**src/rtl/cstr_pkg.sv**
```systemverilog
// ----------------------------------------------------------------------------
// cstr_pkg
// shared types and constants of the context switch trace recorder
// ----------------------------------------------------------------------------
`default_nettype none

package cstr_pkg;

   localparam int THREAD_SLOTS = 8;
   localparam int SLOT_W       = (THREAD_SLOTS > 1) ? $clog2(THREAD_SLOTS) : 1;
   localparam int ID_W         = $clog2(THREAD_SLOTS + 1);

   localparam int TIME_W       = 32;
   localparam int HANDLE_W     = 32;
   localparam int STATE_W      = 4;
   localparam int ENTITY_W     = 16;
   localparam int KIND_SHIFT   = 14;
   localparam int ENT_ID_W     = 14;
   localparam int REASON_W     = 2;
   localparam int START_W      = 24;
   localparam int DUR_W        = 16;
   localparam int SEQ_W        = 32;

   localparam int REQ_DATA_W   = 72;
   localparam int RSP_DATA_W   = 96;

   // outgoing thread states
   localparam logic [STATE_W-1:0] TSTATE_READY    = 4'd0;
   localparam logic [STATE_W-1:0] TSTATE_DONE     = 4'd1;
   localparam logic [STATE_W-1:0] TSTATE_DONE_ALT = 4'd2;
   localparam logic [STATE_W-1:0] TSTATE_SLEEP    = 4'd4;

   typedef enum logic [1:0] {
      FUNC_ISR_ENTER    = 2'd0,
      FUNC_ISR_EXIT     = 2'd1,
      FUNC_THREAD_EXIT  = 2'd2,
      FUNC_THREAD_ENTER = 2'd3
   } func_type;

   typedef enum logic [1:0] {
      ENTITY_ISR    = 2'd0,
      ENTITY_THREAD = 2'd1
   } kind_type;

   typedef enum logic [1:0] {
      LEAVE_PREEMPT = 2'd0,
      LEAVE_BLOCK   = 2'd1,
      LEAVE_YIELD   = 2'd2,
      LEAVE_EXIT    = 2'd3
   } reason_type;

   typedef struct packed {
      logic                start;
      logic [HANDLE_W-1:0] handle;
   } lookup_req_type;

   typedef struct packed {
      logic            done;
      logic [ID_W-1:0] id;
   } lookup_rsp_type;

endpackage

`default_nettype wire

```
**src/rtl/cstr_id_lookup.sv**
```systemverilog
// ----------------------------------------------------------------------------
// cstr_id_lookup
// handle to id table, one shared compare per cycle over the known slots,
// assigns the next id on first sight while a slot is free
// ----------------------------------------------------------------------------
`default_nettype none

module cstr_id_lookup
   import cstr_pkg::*;
(
   input  wire logic           clock,
   input  wire logic           reset,
   input  wire lookup_req_type lookup_req,
   output lookup_rsp_type      lookup_rsp
);

   typedef enum logic [2:0] {
      LK_IDLE = 3'b001,
      LK_SCAN = 3'b010,
      LK_DONE = 3'b100
   } lk_state_type;

   lk_state_type        state_ff, state_in;
   logic [ID_W-1:0]     idx_ff, idx_in;
   logic [ID_W-1:0]     known_ff, known_in;
   logic [ID_W-1:0]     id_ff, id_in;
   logic [HANDLE_W-1:0] handle_ff, handle_in;
   logic                wr_en;
   logic                hit;

   logic [HANDLE_W-1:0] table_ff [THREAD_SLOTS];

   assign hit = (table_ff[idx_ff[SLOT_W-1:0]] == handle_ff);

   always_comb begin
      state_in  = state_ff;
      idx_in    = idx_ff;
      known_in  = known_ff;
      id_in     = id_ff;
      handle_in = handle_ff;
      wr_en     = 1'b0;
      unique case (state_ff)
         LK_IDLE: begin
            if (lookup_req.start) begin
               handle_in = lookup_req.handle;
               idx_in    = '0;
               id_in     = '0;
               if (lookup_req.handle == '0) begin
                  state_in = LK_DONE;
               end else begin
                  state_in = LK_SCAN;
               end
            end
         end
         LK_SCAN: begin
            if (idx_ff < known_ff) begin
               if (hit) begin
                  id_in    = idx_ff + 1'b1;
                  state_in = LK_DONE;
               end else begin
                  idx_in = idx_ff + 1'b1;
               end
            end else begin
               if (known_ff < ID_W'(THREAD_SLOTS)) begin
                  wr_en    = 1'b1;
                  id_in    = known_ff + 1'b1;
                  known_in = known_ff + 1'b1;
               end else begin
                  id_in = '0;
               end
               state_in = LK_DONE;
            end
         end
         LK_DONE: begin
            state_in = LK_IDLE;
         end
         default: begin
            state_in = LK_IDLE;
         end
      endcase
   end

   always_ff @(posedge clock) begin
      if (reset) begin
         state_ff <= LK_IDLE;
         known_ff <= '0;
      end else begin
         state_ff <= state_in;
         known_ff <= known_in;
      end
      idx_ff    <= idx_in;
      id_ff     <= id_in;
      handle_ff <= handle_in;
   end

   always_ff @(posedge clock) begin
      if (wr_en) begin
         table_ff[known_ff[SLOT_W-1:0]] <= handle_ff;
      end
   end

   assign lookup_rsp.done = (state_ff == LK_DONE);
   assign lookup_rsp.id   = id_ff;

endmodule

`default_nettype wire

```
**src/rtl/context_switch_trace_recorder.sv**
```systemverilog
// ----------------------------------------------------------------------------
// context_switch_trace_recorder
// turns time stamped scheduler events into isr and thread interval records
// ----------------------------------------------------------------------------
// usage
//   req_ carries one scheduler event: event code in req_tuser, time, handle
//   and outgoing state in req_tdata. rsp_ carries one trace record for each
//   finished isr or thread interval.
//   isr enter and thread exit requests only update registers; an isr exit
//   request goes to the emit state, which loads its record into the output
//   register once that register is free. a thread enter request runs the
//   outgoing handle through the id table, one slot compared per cycle by a
//   single comparator: the scan compares the known slots up to a match,
//   adds or refuses a new handle if none matches, and is skipped for handle
//   zero; a record goes through the emit state only when an id is found or given.
//   a new request is taken while a finished record still waits in the output
//   register; if a second record is ready before the first is taken, the
//   block holds off further requests until the output register frees up.
//   reset is synchronous: counters, running thread, isr and run start times
//   and the id count return to zero at once; the table needs no clearing pass.
// ----------------------------------------------------------------------------
`default_nettype none

module context_switch_trace_recorder
   import cstr_pkg::*;
(
   input  wire logic                  clock,
   input  wire logic                  reset,
   input  wire logic                  req_tvalid,
   output logic                       req_tready,
   // timestamp_us[31:0], thread_handle[63:32], thread_state[67:64], zero fill
   input  wire logic [REQ_DATA_W-1:0] req_tdata,
   // func[1:0]
   input  wire logic [1:0]            req_tuser,
   output logic                       rsp_tvalid,
   input  wire logic                  rsp_tready,
   // entity_word[15:0], reason[17:16], start_low[41:18], run_duration[57:42],
   // sequence_res[89:58], zero fill
   output logic [RSP_DATA_W-1:0]      rsp_tdata
);

   typedef enum logic [2:0] {
      ST_IDLE   = 3'b001,
      ST_LOOKUP = 3'b010,
      ST_EMIT   = 3'b100
   } state_type;

   state_type           state_ff, state_in;
   logic [TIME_W-1:0]   isr_since_ff, isr_since_in;
   logic [HANDLE_W-1:0] running_handle_ff, running_handle_in;
   logic [TIME_W-1:0]   running_since_ff, running_since_in;
   reason_type          leave_reason_ff, leave_reason_in;
   logic [SEQ_W-1:0]    records_ff, records_in;
   logic [TIME_W-1:0]   now_ff, now_in;
   logic [HANDLE_W-1:0] next_handle_ff, next_handle_in;
   logic                lookup_start_ff, lookup_start_in;

   logic [ENTITY_W-1:0] pend_entity_ff, pend_entity_in;
   reason_type          pend_reason_ff, pend_reason_in;
   logic [TIME_W-1:0]   pend_start_ff, pend_start_in;
   logic [TIME_W-1:0]   pend_end_ff, pend_end_in;

   logic                out_valid_ff, out_valid_in;
   logic [ENTITY_W-1:0] out_entity_ff, out_entity_in;
   reason_type          out_reason_ff, out_reason_in;
   logic [START_W-1:0]  out_start_ff, out_start_in;
   logic [DUR_W-1:0]    out_dur_ff, out_dur_in;
   logic [SEQ_W-1:0]    out_seq_ff, out_seq_in;

   lookup_req_type      lookup_req;
   lookup_rsp_type      lookup_rsp;

   logic                req_fire;
   logic                out_free;
   func_type            func;
   logic [TIME_W-1:0]   req_time;
   logic [HANDLE_W-1:0] req_handle;
   logic [STATE_W-1:0]  req_state;
   logic [TIME_W-1:0]   span;

   function automatic reason_type map_reason(input logic [STATE_W-1:0] st);
      reason_type r;
      case (st) inside
         TSTATE_READY:                 r = LEAVE_PREEMPT;
         TSTATE_SLEEP:                 r = LEAVE_YIELD;
         TSTATE_DONE, TSTATE_DONE_ALT: r = LEAVE_EXIT;
         default:                      r = LEAVE_BLOCK;
      endcase
      return r;
   endfunction

   assign func       = func_type'(req_tuser);
   assign req_time   = req_tdata[31:0];
   assign req_handle = req_tdata[63:32];
   assign req_state  = req_tdata[67:64];

   assign req_tready = (state_ff == ST_IDLE);
   assign req_fire   = req_tvalid && req_tready;
   assign out_free   = !out_valid_ff || rsp_tready;
   assign span       = pend_end_ff - pend_start_ff;

   assign lookup_req.start  = lookup_start_ff;
   assign lookup_req.handle = running_handle_ff;

   cstr_id_lookup u_id_lookup (
      .clock      (clock),
      .reset      (reset),
      .lookup_req (lookup_req),
      .lookup_rsp (lookup_rsp)
   );

   always_comb begin
      state_in          = state_ff;
      isr_since_in      = isr_since_ff;
      running_handle_in = running_handle_ff;
      running_since_in  = running_since_ff;
      leave_reason_in   = leave_reason_ff;
      records_in        = records_ff;
      now_in            = now_ff;
      next_handle_in    = next_handle_ff;
      lookup_start_in   = 1'b0;
      pend_entity_in    = pend_entity_ff;
      pend_reason_in    = pend_reason_ff;
      pend_start_in     = pend_start_ff;
      pend_end_in       = pend_end_ff;
      out_valid_in      = out_valid_ff && !rsp_tready;
      out_entity_in     = out_entity_ff;
      out_reason_in     = out_reason_ff;
      out_start_in      = out_start_ff;
      out_dur_in        = out_dur_ff;
      out_seq_in        = out_seq_ff;

      unique case (state_ff)
         ST_IDLE: begin
            if (req_fire) begin
               unique case (func)
                  FUNC_ISR_ENTER: begin
                     isr_since_in = req_time;
                  end
                  FUNC_ISR_EXIT: begin
                     pend_entity_in = {ENTITY_ISR, ENT_ID_W'(0)};
                     pend_reason_in = LEAVE_PREEMPT;
                     pend_start_in  = isr_since_ff;
                     pend_end_in    = req_time;
                     state_in       = ST_EMIT;
                  end
                  FUNC_THREAD_EXIT: begin
                     leave_reason_in = (req_handle != '0) ? map_reason(req_state)
                                                          : LEAVE_BLOCK;
                  end
                  FUNC_THREAD_ENTER: begin
                     now_in          = req_time;
                     next_handle_in  = req_handle;
                     lookup_start_in = 1'b1;
                     state_in        = ST_LOOKUP;
                  end
                  default: begin
                     state_in = ST_IDLE;
                  end
               endcase
            end
         end
         ST_LOOKUP: begin
            if (lookup_rsp.done) begin
               pend_entity_in    = {ENTITY_THREAD, ENT_ID_W'(lookup_rsp.id)};
               pend_reason_in    = leave_reason_ff;
               pend_start_in     = running_since_ff;
               pend_end_in       = now_ff;
               running_handle_in = next_handle_ff;
               running_since_in  = now_ff;
               state_in          = (lookup_rsp.id != '0) ? ST_EMIT : ST_IDLE;
            end
         end
         ST_EMIT: begin
            if (out_free) begin
               out_valid_in  = 1'b1;
               out_entity_in = pend_entity_ff;
               out_reason_in = pend_reason_ff;
               out_start_in  = pend_start_ff[START_W-1:0];
               out_dur_in    = (span[TIME_W-1:DUR_W] != '0) ? {DUR_W{1'b1}}
                                                            : span[DUR_W-1:0];
               out_seq_in    = records_ff;
               records_in    = records_ff + 1'b1;
               state_in      = ST_IDLE;
            end
         end
         default: begin
            state_in = ST_IDLE;
         end
      endcase
   end

   always_ff @(posedge clock) begin
      if (reset) begin
         state_ff          <= ST_IDLE;
         isr_since_ff      <= '0;
         running_handle_ff <= '0;
         running_since_ff  <= '0;
         leave_reason_ff   <= LEAVE_PREEMPT;
         records_ff        <= '0;
         lookup_start_ff   <= 1'b0;
         out_valid_ff      <= 1'b0;
      end else begin
         state_ff          <= state_in;
         isr_since_ff      <= isr_since_in;
         running_handle_ff <= running_handle_in;
         running_since_ff  <= running_since_in;
         leave_reason_ff   <= leave_reason_in;
         records_ff        <= records_in;
         lookup_start_ff   <= lookup_start_in;
         out_valid_ff      <= out_valid_in;
      end
      now_ff         <= now_in;
      next_handle_ff <= next_handle_in;
      pend_entity_ff <= pend_entity_in;
      pend_reason_ff <= pend_reason_in;
      pend_start_ff  <= pend_start_in;
      pend_end_ff    <= pend_end_in;
      out_entity_ff  <= out_entity_in;
      out_reason_ff  <= out_reason_in;
      out_start_ff   <= out_start_in;
      out_dur_ff     <= out_dur_in;
      out_seq_ff     <= out_seq_in;
   end

   assign rsp_tvalid = out_valid_ff;
   assign rsp_tdata  = {6'd0, out_seq_ff, out_dur_ff, out_start_ff, out_reason_ff,
                        out_entity_ff};

endmodule

`default_nettype wire

```
**config.mk**
```make
export PLATFORM = sky130hd
export DESIGN_NAME = context_switch_trace_recorder
export DESIGN_NICKNAME = d
export VERILOG_FILES = /design/src/rtl/cstr_pkg.sv /design/src/rtl/cstr_id_lookup.sv /design/src/rtl/context_switch_trace_recorder.sv
export SDC_FILE = /design/constraint.sdc
export NUM_CORES = 1
export LEC_CHECK = 0
export BUFFER_PORTS_ARGS = -buffer_cell sky130_fd_sc_hd__buf_2
export CORE_UTILIZATION = 55
export DETAILED_ROUTE_END_ITERATION = 10
export GPL_TIMING_DRIVEN = 0
export PLACE_DENSITY = 0.83
export SYNTH_ARGS = -nofsm -noshare
export SYNTH_HDL_FRONTEND = slang
export SYNTH_SLANG_ARGS = --single-unit
```
**constraint.sdc**
```tcl
create_clock -name clock -period 6.5 [get_ports clock]
set_input_delay 0.325 -clock clock [delete_from_list [all_inputs] [get_ports clock]]
set_output_delay 0.325 -clock clock [all_outputs]
set_load 0.03 [all_outputs]
```
# Word level (Yosys, flattened, before mapping)
# Memory sizes are Yosys's and may differ from the RTL's. A register that Yosys moved wholly into a read port is not among the register bits.
# Cells that the tools add are included.
# W data, S select, Z words.
[word_totals] register_bits=418 latch_bits=0 mem_bits_rw=256 mem_bits_ro=0 in_bits=78 out_inout_bits=98 wordCells=131 memories=1
[mem_list] name="u_id_lookup.table_ff" depth=8 width=32 rd=1 rd_ports_with_merged_regs=1 wr=1 line="cstr_id_lookup.sv:31" rtl="logic [HANDLE_W-1:0] table_ff [THREAD_SLOTS];"
[op_classes] add_sub_neg=4 mul=0 div_mod_pow=0 order_cmp=2 eq_ne=22 n_shift=0 n_mux=48 n_bitwise=3 n_reduce_logical=27
[op_table] cell="$mux W32" n=6
[op_table] cell="$pmux W32 S2" n=2
[op_table] cell="$mux W16" n=3
[op_table] cell="$add A32 B1 Y32 const B" n=1
[op_table] cell="$eq A32 B32 Y1" n=1
[op_table] cell="$logic_not A32 Y1" n=1
[op_table] cell="$pmux W16 S2" n=1
[op_table] cell="$reduce_bool A32 Y1" n=1
[op_table] cell="$sub A32 B32 Y32" n=1
[op_table] cell="$mux W3" n=9
[op_table] cell="$mux W4" n=6
[op_table] cell="$pmux W4 S2" n=2
[op_table] cell="$reduce_bool A16 Y1" n=1
[op_table] cell="$reduce_and A3 Y1" n=5
[op_table] cell="$mux W2" n=7
[op_table] cell="$pmux W3 S2" n=2
[op_table] cell="$reduce_and A4 Y1" n=3
[op_table] cell="$pmux W3 S3" n=1
[op_table] cell="$add A4 B1 Y4 const B" n=2
[op_table] cell="$mux W1" n=8
[op_table] cell="$ne A2 B2 Y1 const B" n=4
[op_table] cell="$reduce_and A2 Y1" n=4
[op_table] cell="$eq A3 B1 Y1 const B" n=2
[op_table] cell="$eq A3 B2 Y1 const B" n=2
[op_table] cell="22 further kinds" n=31

# Longest topological paths before layout
# Gate-level depths: netlist of the first run.
[logic_depth] word_depth=6 mapped_depth=13 ltp_nobuf=12

# Modules after synthesis
# Synthesis of the first run repeated with hierarchy kept, for this count alone.
[unflattened] hier_cells=1909 area_unflattened_um2=26736.9
[by_module_without_submodules] mod="context_switch_trace_recorder" instances=1 cells_per_inst=1313 area_per_inst_um2=14749.1 seq_area_each_um2=9128.8
[by_module_without_submodules] mod="cstr_id_lookup" instances=1 cells_per_inst=596 area_per_inst_um2=11987.7 seq_area_each_um2=9088.7

# Worst setup path before layout of the first run
# No wires, ideal clock.
[synth_path] path_kind="reg2reg" startpoint="register state_ff[0]" endpoint="register pend_end_ff[0], enable pin" t_arrival_ns=6.848 setup_slack_ns=-0.954 stages_incl_launch_ff=4 period_less_slack_ns=7.454 path_cell_list="dfxtp_1 > nor3b_1 > nand3_1 > o31ai_1"
[synth_via] elab_chain_len=4
[synth_rtl] item="start: declaration" line="context_switch_trace_recorder.sv:48" rtl="state_type state_ff, state_in;"
[synth_rtl] item="start signal: assignment" line="context_switch_trace_recorder.sv:204" rtl="state_ff <= state_in;"
[synth_rtl] item="$eq A3 B1 Y1 *" line="context_switch_trace_recorder.sv:97" rtl="assign req_tready = (state_ff == ST_IDLE);"
[synth_rtl] item="named net req_tready" line="context_switch_trace_recorder.sv:30" rtl="output logic req_tready,"
[synth_rtl] item="$logic_and A1 B1 Y1" line="context_switch_trace_recorder.sv:98" rtl="assign req_fire = req_tvalid && req_tready;"
[synth_rtl] item="$ne A2 B1 Y1 (no source line)"
[synth_rtl] item="$reduce_and A4 Y1 (no source line) *"
[synth_rtl] item="end signal: assignment" line="context_switch_trace_recorder.sv:218" rtl="pend_end_ff <= pend_end_in;"
[synth_rtl] item="end: declaration" line="context_switch_trace_recorder.sv:61" rtl="logic [TIME_W-1:0] pend_end_ff, pend_end_in;"
# The timed path passes the listed nets; every way through them passes the cells marked *.
# A chain may end at the register's enable or synchronous reset.

# Final worst setup path of the first run
[layout_path] startpoint="register pend_start_ff[0]" endpoint="register out_dur_ff[9] (data pin)"
[layout_via] elab_chain_len=2
[layout_rtl] item="start: declaration" line="context_switch_trace_recorder.sv:60" rtl="logic [TIME_W-1:0] pend_start_ff, pend_start_in;"
[layout_rtl] item="start signal: assignment" line="context_switch_trace_recorder.sv:217" rtl="pend_start_ff <= pend_start_in;"
[layout_rtl] item="$sub A32 B32 Y32 *" line="context_switch_trace_recorder.sv:100" rtl="assign span = pend_end_ff - pend_start_ff;"
[layout_rtl] item="$reduce_bool A16 Y1" line="context_switch_trace_recorder.sv:180" rtl="out_dur_in = (span[TIME_W-1:DUR_W] != '0) ? {DUR_W{1'b1}}"
[layout_rtl] item="end signal: assignment" line="context_switch_trace_recorder.sv:222" rtl="out_dur_ff <= out_dur_in;"
[layout_rtl] item="end: declaration" line="context_switch_trace_recorder.sv:67" rtl="logic [DUR_W-1:0] out_dur_ff, out_dur_in;"
# Mark *: on every way between the ends. The rest lies on a longest branch, timed or not.

==> results of run 1 <==
==> kinds of logic after synthesis <==
family	after synthesis	share of synthesized area (%)
flip-flops	655	68.1
AND/OR/NAND/NOR	554	10.1
AO/OA/AOI/OAI	323	7.71
multiplexers	162	7.86
buffers and inverters	147	2.62
XOR/XNOR	54	1.77
adder cells (fa/ha/maj)	39	1.85
other	1	0.0140
==> worst paths after layout <==
path / from / endpoint / slack (ps) / depth (start not counted)
setup / recovery: pend_start_ff[0] / out_dur_ff[9] / 2430 / 12
hold / removal: rsp_tready / rsp_tvalid / 70 / 3
hold reg to reg: pend_entity_ff[1] / out_entity_ff[1] / 420 / 0
setup reg to reg: pend_start_ff[0] / out_dur_ff[9] / 2430 / 12
==> tightest hold or removal path, stage by stage <==
cell      delay (ps)
buf_2            110
nand2b_1         150
a21oi_1           80
==> cells in the final DEF, fill, tap and decap left out, drive strengths merged, types with 23 or more instances in the layout <==
cell and n:
nand2 260, nand3 30, mux2 64, inv 47, nand4 26, dfxtp 145, nand2b 44, mux4 32
buf 221, nor4 23, clkbuf 144, nor2 72, ha 38, o21ai 34, xnor2 23, dlygate4sd3 64
edfxtp 510, xor2 31, a21oi 188, and3 42, a22oi 32, mux2i 66
==> final cells by class <==
| class | instances | area [um2] | area share [%] |
|---|---|---|---|
| plain buffers | 100 | 526 | 1.68 |
| clock buffers | 93 | 1780 | 5.67 |
| clock inverters | 17 | 173 | 0.550 |
| inverters | 47 | 179 | 0.570 |
| multi-input cells | 1149 | 7970 | 25.4 |
| flip-flops and latches | 655 | 18200 | 58.1 |
| well taps | 615 | 769 | 2.45 |
| repair buffers | 236 | 1760 | 5.60 |
==> power groups by stage <==
stage	Clock [uW]	Combinational [uW]	Sequential, uW
floorplan	0	268	4660
detailed placement	0	410	4660
finish	3480	456	4570
CTS	3470	446	4570
global route	3640	486	4570
global placement	0	388	4660
==> routing by layer <==
layer	up-vias	GRT usage, %
met3	158	4.81
met2	1000	46.5
met5	-	0
li1	7813	-
met4	4	10.9
met1	8718	33.2
==> metrics by stage <==
step | cells | utilization [%] | area (um2) | power [uW] | setup slack (ps)
floorplan | 1951 | - | 26800 | 4930 | 1240
global route | 2912 | 65.6 | 31400 | 8700 | 2280
global placement | 2719 | 59.2 | 28300 | 5050 | -371
CTS | 2912 | 65.6 | 31400 | 8490 | 2490
finish | 2912 | 65.6 | 31400 | 8510 | 2430
detailed placement | 2738 | 60.2 | 28800 | 5070 | 2540
==> repair_timing <==
item	4_1_cts	5_1_grt
hold endpoints to repair	92	0
hold buffers	64	0
buffers inserted	0	0
==> qor.csv, run 1 <==
stage,metric,value,unit
run_status,status,"finished, final reports clean",
global_routing,initial antenna violation count,2,
clocking,H-Tree Depth,2,
clocking,number of gates resized after CTS,0,
floorplanning,# IOs,176,
clocking,Worst-Skew Late Latency,640,ps
floorplanning,Die Area,0.0495,mm2
route,drt total wl,67.2,mm
critical_path,startpoint types,flop,
layout,share of cells above drive strength 1,19.7,%
power_and_ir_drop,P per Cell Area,271,mW/mm2
synth,Yosys cell types,72,
sta,worst rel slew slack,37.2,%
placement,gpl congestion,0.894,
critical_path,Worst EP arrival,4450,ps
sta,Worst-Margin Slew,937,ps
critical_path,worst path cell trace,ha_1 -> fa_1 -> nand2b_1 -> a21oi_1 -> o21a_1 -> a31oi_4 -> o21ai_2 -> a2111oi_0 -> or3_1 -> nor4_4 -> buf_6 -> nand3_2,
power_and_ir_drop,Worst VDD drop,258,uV
synth,Post-Syn Instances,1935,
route,drt wl/cell,23.1,um
route,drt drc,0,
critical_path,"Data required, critical path",6870,ps
sta,final period utilization,62.6,%
placement,post-DP HPWL,43.8,mm
critical_path,"Max stage delay cell, worst path",nor4_4,
placement,Port Buffer Count,153,
route,met1 wire length,25.3,mm
sta,max-slew violation count,0,
route,met3 wire len,5.77,mm
clocking,total clock buffers created by CTS,59,
synth,synth warn,0,
critical_path,"slowest stage delay, CP",620,ps
floorplanning,initial core utilization,55.9,%
global_routing,total gr overflow,0,
sta,unrepaired setup endpoints after global routing,false,
critical_path,"Buf+Inv Stages, Crit Path",1,
power_and_ir_drop,Net Sw Power,1830,uW
route,met2 WL,34.0,mm
synth,Synth area leader,edfxtp_1,
power_and_ir_drop,Comb power frac,5.4,%
sta,Final Setup Violations,0,
floorplanning,area of the core,0.0478,mm2
layout,max reg flops,256,
critical_path,CP Class,reg -> reg,
synth,syn_area_per_cell,13.8,um2
synth,Post-Syn Area,0.0267,mm2
synth,top-count cell post-synth,edfxtp_1,
synth,"Primary FF master, synth",edfxtp_1,
sta,worst hold slack,73.1,ps
global_routing,vias in the first global route,17766,
layout,synth-to-layout area growth,17.3,%
run,Max Cap Viol,0,
clocking,Clock transition at path regs,70,ps
sta,final hold violation count,0,
hold_path,Min-Delay Path Class,in -> reg,
global_routing,first-pass GRT wire length,102,mm
layout,n_diodes,0,
sta,Total Neg Setup Slack,0,ps
sta,fmax,0.246,GHz
clocking,clk root buf,clkbuf_16,
synth,Post-synth EDFFs,510,
power_and_ir_drop,internal power,6680,uW
power_and_ir_drop,Sw Ratio,21.5,%
clocking,CTS tree,yes,
synth,most instantiated cells after synthesis,"edfxtp_1, nand2_1, a21oi_1",
synth,Yosys top cell area share,57.3,%
global_routing,pin count of the biggest net entering global routing,65,
layout,Fillers,3095,
synth,Async SR Flop Fraction,0,%
power_and_ir_drop,Clk network pwr share,40.9,%
route,DR iter-0 viols,1899,
synth,"top cells by area, synth","edfxtp_1, dfxtp_1, nand2_1",
route,Avg Vias per Cell,6.08,
critical_path,critical path's top delay family,simple AND/OR/NAND/NOR gates,
layout,final net count,2365,
synth,"Seq/Total Area, Yosys",68.1,%
power_and_ir_drop,Flop pwr share,53.7,%
clocking,Max clock buf depth,3,
sta,Layout Skew,55.9,ps
route,top sig layer,met5,
route,Pre-antenna DRT Iters,6,
clocking,clock tree sinks,655,
power_and_ir_drop,leakage power,0.0112,uW
floorplanning,Rows,80,
critical_path,CP Capture Type,flop,
route,routed vias,17693,
floorplanning,die width,223,um
critical_path,crit path max fanout,10,
synth,"flops & latches, synth",655,
sta,Tmin final,4070,ps
global_routing,GRT Resource Usage Total,26.8,%
floorplanning,Chip Height,223,um
route,Routed Antenna Nets,0,
Power figures use the tool's default switching activity.
==> run 2: changes to the inputs <==
==> constraint.sdc (replaced) <==
create_clock -name clock -period 3.7 [get_ports clock]
set_input_delay 0.185 -clock clock [delete_from_list [all_inputs] [get_ports clock]]
set_output_delay 0.185 -clock clock [all_outputs]
set_load 0.03 [all_outputs]
==> run 2 against run 1 <==
Via count grew 1.2%. Global-route usage grew 0.51 points. Wire length up 2.0%. Power rose by 78%. Clock-buffer cell count down 14. Register-to-register slack worse by 2400 ps. Fmax is 12% higher. Sequential share of layout area shrank 0.49 points. Sequential power grew 76%. Critical path type unchanged. Critical endpoint is now u_id_lookup.id_ff[0]. Largest power group unchanged.
==> qor.csv, run 2 (same netlist as run 1, synthesis figures left out) <==
stage,metric,value,unit
clocking,clk root buf,clkbuf_16,
floorplanning,area of the core,0.0478,mm2
critical_path,Worst EP arrival,3920,ps
power_and_ir_drop,P per Cell Area,478,mW/mm2
power_and_ir_drop,Clk network pwr share,41.5,%
route,drt total wl,68.5,mm
layout,share of cells above drive strength 1,20.4,%
floorplanning,Chip Height,223,um
hold_path,min-delay src,req_tuser[1],
sta,Tmin final,3630,ps
critical_path,"Max stage delay cell, worst path",o41ai_4,
layout,"commonest non-fill, non-tap cell in the layout",edfxtp_1,
sta,fmax,0.276,GHz
global_routing,vias in the first global route,18127,
sta,Final Setup Violations,0,
placement,gpl congestion,0.873,
route,Pre-antenna DRT Iters,7,
power_and_ir_drop,leakage power,0.0113,uW
clocking,Max clock buf depth,3,
global_routing,GRT Resource Usage Total,27.3,%
critical_path,CP Class,reg -> reg,
clocking,CTS tree,yes,
critical_path,worst path cell trace,buf_2 -> buf_6 -> mux4_2 -> nand2b_1 -> a21oi_1 -> o22a_1 -> nand4_1 -> o41ai_4 -> nor2_1 -> nor2_2,
run_status,status,"finished, final reports clean",
clocking,total clock buffers created by CTS,60,
placement,post-DP HPWL,42.9,mm
layout,Util after Layout,66.1,%
layout,area of the multi-input gates,0.00801,mm2
layout,most frequent cells in the layout,"edfxtp_1, nand2_1, a21oi_1, buf_2, dfxtp_1",
layout,Fillers,3098,
route,Avg Vias per Cell,6.10,
power_and_ir_drop,Net Sw Power,3330,uW
run,Max Cap Viol,0,
route,Routed Antenna Nets,0,
layout,max reg flops,256,
route,drt drc,0,
sta,worst hold slack,44.4,ps
hold_path,Min-Delay Path Class,in -> reg,
critical_path,"slowest stage delay, CP",620,ps
sta,final period utilization,98.1,%
sta,max-slew violation count,0,
global_routing,pin count of the biggest net entering global routing,65,
floorplanning,Rows,80,
global_routing,initial antenna violation count,2,
layout,FF+latch area,0.0182,mm2
sta,Worst-Margin Slew,977,ps
sta,Layout Skew,39.0,ps
power_and_ir_drop,internal power,11800,uW
sta,worst rel slew slack,34.8,%
route,DR iter-0 viols,1745,
floorplanning,Die Area,0.0495,mm2
critical_path,"Data required, critical path",3990,ps
clocking,Clock transition at path regs,70,ps
power_and_ir_drop,Worst VDD drop,503,uV
power_and_ir_drop,Comb power frac,5.4,%
global_routing,first-pass GRT wire length,104,mm
floorplanning,initial core utilization,55.9,%
sta,final hold violation count,0,
global_routing,total gr overflow,0,
clocking,Worst-Skew Late Latency,630,ps
power_and_ir_drop,Sw Ratio,22.0,%
layout,final net count,2384,
floorplanning,# IOs,176,
power_and_ir_drop,Flop pwr share,53.1,%
critical_path,crit path max fanout,10,
critical_path,"Buf+Inv Stages, Crit Path",2,
placement,Port Buffer Count,153,
route,routed vias,17908,
critical_path,startpoint types,flop,
clocking,H-Tree Depth,2,
clocking,clock tree sinks,655,
layout,synth-to-layout area growth,18.3,%
critical_path,CP Capture Type,flop,
route,drt wl/cell,23.3,um
critical_path,critical path's top delay family,compound AO/OA/AOI/OAI gates,
floorplanning,die width,223,um
-- run 2: cell types whose count changed in the layout (fill, tap and decap cells not counted), sizes merged --
cell         change
clkinv          +11
bufinv           +4
diode            +2
inv              +2
dlygate4sd3      +8
clkbuf          -14
buf             +10
-- run 2: cell type report --
class | instances | area share, %
multi-input combinational | 1149 | 25.3
tap | 615 | 2.43
clock buffer | 79 | 5.10
timing repair buffer | 254 | 6.20
clock inverter | 34 | 1.13
sequential | 655 | 57.6
antenna | 2 | 0.0158
inverter | 47 | 0.565
buffer | 100 | 1.67
-- run 2: repair_timing --
item                                   CTS  global route
setup endpoints to repair               31            88
setup buffers                            3             9
endpoints found under the hold margin  134             0
hold buffers                            72             0
gates resized for setup                  5             6
pin swaps                                4            11
-- run 2: per-stage QoR --
| stage | cells | instance area, um2 | TNS, ps | setup WS [ps] | power, uW |
|---|---|---|---|---|---|
| after floorplan | 1951 | 26800 | 0 | 105 | 8660 |
| after global placement | 2719 | 28400 | -439360 | -1390 | 8870 |
| after detailed placement | 2736 | 28800 | -5380 | -304 | 8910 |
| after CTS | 2924 | 31500 | 0 | 29.0 | 15100 |
| after global routing | 2934 | 31600 | -194 | -48.5 | 15400 |
| final | 2935 | 31600 | 0 | 71.8 | 15100 |
-- run 2: per-layer routing --
metal	vias to the layer above	wire, um	GRT usage (%)
li1	7849	-	-
met5	-	0	0
met1	8855	25700	33.9
met2	1006	34400	47.0
met3	198	5720	4.84
met4	0	2740	12.0
-- run 2: final timing paths --
check	to	cells past startpoint	slack, ps
setup / recovery	u_id_lookup.id_ff[0]	10	70
hold / removal	isr_since_ff[31]	4	40
setup reg to reg	u_id_lookup.id_ff[0]	10	70
hold reg to reg	out_reason_ff[0]	0	420
-- run 2: worst reg2reg max path: cells and delay by family, from the launching register on --
family	cells	cell delay (ps)
buffers and inverters	2	510
AOI/OAI and AO/OA	3	1080
and+or+nand+nor	4	840
DFF	1	310
muxes	1	530
-- run 2: power by group through the flow --
stage / Sequential (uW) / Combinational (uW) / Clock, uW
after floorplan: 8190 / 472 / 0
after global placement: 8190 / 682 / 0
after detailed placement: 8180 / 721 / 0
after CTS: 8030 / 793 / 6230
after global routing: 8040 / 875 / 6530
final: 8030 / 823 / 6270
